[config.mk]
export PLATFORM = sky130hd
export DESIGN_NAME = lruc_ctrl
export DESIGN_NICKNAME = d
export VERILOG_FILES = /design/src/hdl/lruc_pkg.sv /design/src/hdl/lruc_ctrl.sv
export VERILOG_INCLUDE_DIRS = /design/src /design/src/hdl
export SDC_FILE = /design/constraint.sdc
export NUM_CORES = 1
export LEC_CHECK = 0
export ABC_CLOCK_PERIOD_IN_PS = 1750
export BUFFER_PORTS_ARGS = -buffer_cell sky130_fd_sc_hd__buf_4
export CAP_MARGIN = 15
export CELL_PAD_IN_SITES_DETAIL_PLACEMENT = 0
export CELL_PAD_IN_SITES_GLOBAL_PLACEMENT = 2
export CORE_AREA = 2 2 39 41
export CTS_BUF_LIST = sky130_fd_sc_hd__clkbuf_4 sky130_fd_sc_hd__clkbuf_8
export DETAILED_ROUTE_END_ITERATION = 6
export DIE_AREA = 0 0 41 43
export GPL_ROUTABILITY_DRIVEN = 0
export PLACE_DENSITY = 0.59
export SETUP_SLACK_MARGIN = 0.5
export SKIP_LAST_GASP = 1
export SLEW_MARGIN = 20
export SYNTH_ARGS = -nofsm -noshare
export SYNTH_HDL_FRONTEND = slang
export SYNTH_SLANG_ARGS = --single-unit
[constraint.sdc]
create_clock -name clk -period 1.75 [get_ports clk]
set_input_delay 0.175 -clock clk [delete_from_list [all_inputs] [get_ports clk]]
set_output_delay 0.175 -clock clk [all_outputs]
set_load 0.05 [all_outputs]
[src/hdl/assert_macros.svh]
// Assertion helpers shared by the RTL files.
// Each macro expands to a labeled concurrent assertion in simulation and to
// nothing in synthesis.
`ifndef ASSERT_MACROS_SVH
`define ASSERT_MACROS_SVH

`ifndef SYNTHESIS
// Property that must hold at every clock edge outside reset.
`define LRUC_ASSERT(lbl, clk, rstn, prop, msg) \
  lbl: assert property (@(posedge clk) disable iff (!rstn) (prop)) else $error(msg);
// Antecedent in one cycle implies consequent in the next.
`define LRUC_ASSERT_NEXT(lbl, clk, rstn, ante, cons, msg) \
  lbl: assert property (@(posedge clk) disable iff (!rstn) (ante) |=> (cons)) else $error(msg);
`else
`define LRUC_ASSERT(lbl, clk, rstn, prop, msg)
`define LRUC_ASSERT_NEXT(lbl, clk, rstn, ante, cons, msg)
`endif

`endif

[src/hdl/lruc_pkg.sv]
package lruc_pkg;

  localparam int ENTRIES_DEF = 32;
  localparam int NAME_BYTES  = 20;
  localparam int KEY_W       = 160;
  localparam int CFG_W       = 6;
  localparam int COST_W      = 3;
  localparam int TOTAL_W     = 24;

  localparam logic [COST_W-1:0]  COST_HIT  = 3'd1;
  localparam logic [COST_W-1:0]  COST_MISS = 3'd5;
  localparam logic [TOTAL_W-1:0] TOTAL_MAX = 24'hFF_FFFF;

  typedef enum logic {
    ST_IDLE,
    ST_UPDATE
  } state_t;

  // Commands from the controller to the datapath.
  typedef struct packed {
    logic accept;
    logic hit_upd;
    logic drop;
    logic insert;
    logic finish;
  } cmd_t;

  // Status from the datapath to the controller.
  typedef struct packed {
    logic hit;
    logic must_drop;
    logic can_insert;
  } status_t;

  // Clears bytes beyond the name length and folds upper-case ASCII to lower case.
  function automatic logic [KEY_W-1:0] fold_key(input logic [KEY_W-1:0] raw);
    logic [KEY_W-1:0] res;
    logic [7:0]       b;
    res = '0;
    for (int i = 0; i < KEY_W / 8; i++) begin
      b = raw[i*8 +: 8];
      if (i >= NAME_BYTES) begin
        b = 8'h00;
      end
      if (b >= 8'h41 && b <= 8'h5A) begin
        b = b | 8'h20;
      end
      res[i*8 +: 8] = b;
    end
    return res;
  endfunction

endpackage

[src/hdl/lruc_ctrl.sv]
`include "assert_macros.svh"

module lruc_ctrl (
  input  logic              clk,
  input  logic              rst_n,
  input  logic              in_valid,
  output logic              in_stall,
  output logic              out_valid,
  input  logic              out_stall,
  input  lruc_pkg::status_t status,
  output lruc_pkg::cmd_t    cmd
);

  lruc_pkg::state_t state_r;
  lruc_pkg::state_t state_nxt;
  logic             out_valid_r;
  logic             out_valid_nxt;
  logic             out_free;

  always_ff @(posedge clk) begin
    if (!rst_n) begin
      state_r     <= lruc_pkg::ST_IDLE;
      out_valid_r <= 1'b0;
    end else begin
      state_r     <= state_nxt;
      out_valid_r <= out_valid_nxt;
    end
  end

  always_comb begin
    cmd       = '0;
    state_nxt = state_r;
    out_free  = !out_valid_r || !out_stall;
    unique case (state_r)
      lruc_pkg::ST_IDLE: begin
        if (in_valid) begin
          cmd.accept = 1'b1;
          state_nxt  = lruc_pkg::ST_UPDATE;
        end
      end
      lruc_pkg::ST_UPDATE: begin
        if (status.hit) begin
          if (out_free) begin
            cmd.hit_upd = 1'b1;
            cmd.finish  = 1'b1;
            state_nxt   = lruc_pkg::ST_IDLE;
          end
        end else if (status.must_drop) begin
          // One eviction per cycle until a slot is free below the capacity.
          cmd.drop = 1'b1;
        end else if (out_free) begin
          cmd.insert = status.can_insert;
          cmd.finish = 1'b1;
          state_nxt  = lruc_pkg::ST_IDLE;
        end
      end
      default: begin
        state_nxt = lruc_pkg::ST_IDLE;
      end
    endcase
    out_valid_nxt = cmd.finish || (out_valid_r && out_stall);
  end

  assign in_stall  = (state_r != lruc_pkg::ST_IDLE);
  assign out_valid = out_valid_r;

  `LRUC_ASSERT(a_finish_free, clk, rst_n, !cmd.finish || !out_valid_r || !out_stall, "result overwritten while pending")
  `LRUC_ASSERT(a_drop_miss, clk, rst_n, !(cmd.drop && status.hit), "eviction issued on a hit")
  `LRUC_ASSERT_NEXT(a_one_req, clk, rst_n, cmd.accept, !cmd.accept, "request accepted while one is in work")

endmodule

==> out/metrics.yaml, run 1 <==
multi_input_area_um2: 90.1
wl_per_cell_um: 8.81
routed_wl_um: 414
place_area_um2: 251
routed-via-count: 169
initial_core_util_pct: 9.04
layout.nets: 40
vdd_drop_max_uv: 254
path_clk_slew_ns: 0.03
setup_violations: 0
grt_max_degree: 9
final-seq-area_um2: 42.5
critPathMaxFanout: 8
drt_iter0_drc: 1
clockRootBuffer: "clkbuf_4"
grt_pass1_vias: 169
fin_tns_setup_ns: 0
synth_cell_types: 12
fin_area_um2: 284
finalHoldViolCount: 0
syn_area_um2: 125
dpl.hpwl_um: 352
met2_usage_pct: 5.63
grt_overflow: 0
fp.dieW_um: 41
dr.pass1.iters: 4
vias_per_cell: 3.60
cts_buffers: 3
rsz0062_at_grt: "no"
syn_nets: 22
synth_area_per_cell_um2: 8.34
maxCapViolCount: 0
yosys_warnings: 0
worst_setup_path_end_kind: "output pin"
antenna_found_initial: 0
drc: 0
io_pins: 14
cts_hold_buf: 0
worstMarginPinSlew_ns: 0.189
row_count: 14
drive_gt1_share_pct: 83.9
clk-insertion-delay-late_ns: 0.22
num-fill-cells: 153
p_per_area_mw_per_mm2: 831
area.growth.synth_to_final_pct: 127
dieArea_mm2: 0.00176
portBuffers: 13
grt_usage_pct: 5.62
p_leak_uw: 0.000138
cts.sinks: 2
start_kind: "flip-flop"
cts_tree: "done"
utilization_pct: 20.5
hp-class: "in -> reg"
slew_viol_final: 0
htree_levels: 1
crit_required_ns: 1.57
syn_inst: 15
slew_headroom_pct: 87.2
critPathArrivalTime_ns: 1.00
core_area_mm2: 0.00138
min_period_ns: 1.18
antenna_left: 0
use_met3_pct: 3.14
post-route-period-util_pct: 67.3
cts_buffer_depth: 2
max_freq_ghz: 0.849
use_met1_pct: 8.33
ys_seq_elements: 2
top_usage_layer: "met1"
grt_pass1_wl_um: 634
outcome: "complete, no violations"
die_h_um: 43
synth-seq-area-share_pct: 32.0
final.setup_skew_ns: 0.00187
path_class: "reg -> out"
diodes: 0
==> worst paths after layout <==
path | start | end | slack, ns | cells past startpoint
setup / recovery | in_stall | cmd[1] | 0.57 | 2
hold reg to reg | out_valid | out_valid | 0.52 | 2
hold / removal | in_valid | in_stall | 0.22 | 3
setup reg to reg | in_stall | in_stall | 1.00 | 2
==> cell families (layout without fill, tap and decap cells) <==
group | Yosys count | count (layout) | share of synthesized area, %
flops | 2 | 2 | 32.0
compound gates | 2 | 2 | 10.0
buf+inv | 1 | 17 | 3.00
simple gates | 10 | 10 | 55.0
==> report_power, final <==
| part | switching (uW) | internal (uW) | leakage [uW] | total (uW) |
|---|---|---|---|---|
| logic | 49.3 | 31.9 | 0.000107 | 81.2 |
| clock network | 24.3 | 75.5 | 0.0000138 | 99.8 |
| registers | 4.91 | 50.3 | 0.0000172 | 55.2 |
| total | 78.5 | 158 | 0.000138 | 236 |
==> area by class of cell <==
class,instances,share of cell area [%]
clock buffer,3,7.93
inverter,1,1.32
multi-input combinational,12,31.7
sequential,2,15.0
tap,16,7.05
timing repair buffer,13,37.0
==> worst max-delay path, stage by stage (launching register included) <==
cell and delay, ns:
dfxtp_2 0.38, and4_2 0.24, buf_6 0.15
==> what timing repair did <==
item / 4_1_cts / 5_1_grt
setup buffers: 0 / 0
gates resized for setup: 0 / 3
endpoints found under the setup margin: 0 / 3
==> cell usage in the layout, fill, tap and decap left out <==
master    Yosys  layout
nand2_2       0       1
o21ai_0       1       1
inv_1         1       1
nand2_1       2       1
and4_2        0       1
clkbuf_4      0       3
and3_4        1       1
nor2_2        1       2
and3_2        1       1
dfxtp_2       0       2
a21boi_0      1       1
buf_6         0       2
nor2_1        2       1
nor2b_2       0       1
buf_4         0      11
nand2b_4      1       1
==> state kept, by name (all words and copies together) (netlist names) <==
name and cells:
in_stall 1, out_valid 1
==> layer usage <==
layer	share of wire, %	vias up
li1	-	87
met1	52	68
met2	29	14
met3	19	0
met4	0	0
met5	0	-
==> synthesized netlist by cell type (all sizes together) <==
| master | count | area share (%) |
|---|---|---|
| a21boi | 1 | 6.0 |
| and3 | 2 | 15 |
| and4 | 1 | 7.0 |
| dfxtp | 2 | 32 |
| inv | 1 | 3.0 |
| nand2 | 2 | 6.0 |
| nand2b | 1 | 11 |
| nor2 | 3 | 11 |
| nor2b | 1 | 5.0 |
| o21ai | 1 | 4.0 |
==> per-stage QoR <==
step	hold WS, ns	total power [uW]	instances	worst slack (ns)
CTS	0.208	242	47	0.508
floorplan	0.321	105	15	0.519
global route	0.229	249	47	0.527
global placement	0.434	134	44	0.760
detailed placement	0.444	135	44	0.754
finish	0.215	236	47	0.572
No activity file was read; power rests on OpenSTA's default activity.
==> run 2, diff against run 1 <==
- ABC_CLOCK_PERIOD_IN_PS: 1750 -> 1000
- PLACE_DENSITY: 0.59 -> 0.61
- clock period: 1.75 -> 1 ns (I/O delays scaled with it)
==> out/metrics.yaml, run 2 (synthesis results as in run 1) <==
outcome: "complete, but fails checks"
violations: "setup timing"
num-fill-cells: 155
fp.dieW_um: 41
drive_gt1_share_pct: 91.7
path_clk_slew_ns: 0.03
initial_core_util_pct: 9.04
routed-via-count: 191
r2r_cells: 4
met1Wirelength_um: 190
area.growth.synth_to_final_pct: 216
vias_per_cell: 3.67
cp_cell_sequence: "nand2_4 > and4_4 > buf_8"
htree_levels: 1
wl_per_cell_um: 9.37
dr.pass1.iters: 2
start_kind: "flip-flop"
clk-insertion-delay-late_ns: 0.22
worstMarginPinSlew_ns: 0.196
slowest_stage: "dfxtp_4"
grt_overflow: 0
routed_wl_um: 487
drt_iter0_drc: 1
crit_family: "flip-flops"
critPathArrivalTime_ns: 0.98
slew_headroom_pct: 86.8
finalHoldViolCount: 0
p_leak_uw: 0.000188
final_common_cell: "buf_4"
finalPower_uw: 471
io_pins: 14
antenna_left: 0
cts_buffer_depth: 2
grt_max_degree: 9
layout.nets: 45
final.setup_skew_ns: 0.00141
dieArea_mm2: 0.00176
row_count: 14
diodes: 0
grt_usage_pct: 7.01
p_per_area_mw_per_mm2: 1190
portBuffers: 13
vdd_drop_max_uv: 499
core_area_mm2: 0.00138
grt_pass1_wl_um: 759
crit_required_ns: 0.90
dpl.hpwl_um: 373
post-route-period-util_pct: 108
cts_buffers: 3
holdWs_ns: 0.121
cts.sinks: 2
worstPathBufferInverterCount: 1
worst_setup_path_end_kind: "output pin"
grt_pass1_vias: 187
slew_viol_final: 0
critical_path_depth: 3
path_class: "reg -> out"
dr.max_layer_used: "met3"
wl_met3_um: 98
layout_common_cells: "buf_4, buf_8, buf_6"
whs_path_depth: 2
min_period_ns: 1.08
layout_setup_ws_ns: -0.0825
clockRootBuffer: "clkbuf_4"
cts_hold_buf: 0
cts_tree: "done"
hp-class: "in -> reg"
maxCapViolCount: 0
wl_met2_um: 199
setup_violations: 3
drc: 0
cp_slowest_stage_delay_ns: 0.34
critPathMaxFanout: 4
antenna_found_initial: 0
max_freq_ghz: 0.924
die_h_um: 43
rsz0062_at_grt: "yes"
## run 2: changes by cell type in the layout (fill, tap and decap cells not counted), moves of 2 or more
cell     change
buf_6        +2
buf_4        -2
dfxtp_4      +2
dfxtp_2      -2
buf_8        +5
## run 2: report_power, final
group | total [uW] | internal [uW] | switching [uW]
clock network | 172 | 132 | 40.6
logic | 201 | 99.8 | 101
registers | 97.6 | 86.0 | 11.6
## run 2: repair_timing
item | in CTS | in global routing
endpoints found under the hold margin | 0 | 0
endpoints found under the setup margin | 9 | 9
gates cloned | 0 | 0
resized for setup | 11 | 7
setup buffers | 3 | 2
pin swaps | 2 | 3
## run 2: path summary, 6_finish.rpt
kind         slack, ns       from   endpoint
max              -0.08  out_valid     cmd[1]
min               0.12      rst_n  out_valid
max reg2reg       0.08   in_stall   in_stall
min reg2reg       0.53   in_stall  out_valid
## run 2: stage by stage
stage | worst slack, ns | std cells | setup TNS, ns | util, % | cell area, um2
2_1_floorplan | 0.0596 | 15 | 0 | - | 153
3_3_place_gp | 0.101 | 44 | 0 | 19.5 | 270
3_5_place_dp | 0.0953 | 44 | 0 | 19.5 | 270
4_1_cts | -0.0881 | 50 | -0.255 | 25.6 | 354
5_1_grt | -0.123 | 52 | -0.410 | 28.6 | 395
6_report | -0.0825 | 52 | -0.197 | 28.6 | 395
## run 2: area by class of cell
type	instances	area, um2	share of cell area [%]
timing repair buffer	18	188	47.5
multi-input combinational	12	114	28.8
sequential	2	47.5	12.0
clock buffer	3	22.5	5.70
tap	16	20.0	5.06
inverter	1	3.75	0.949
## run 2: per-layer routing
| metal | vias to the layer above | global-route usage (%) |
|---|---|---|
| li1 | 94 | - |
| met1 | 81 | 7.96 |
| met2 | 16 | 7.81 |
| met3 | 0 | 7.33 |
| met4 | 0 | 4.00 |
| met5 | - | 0 |
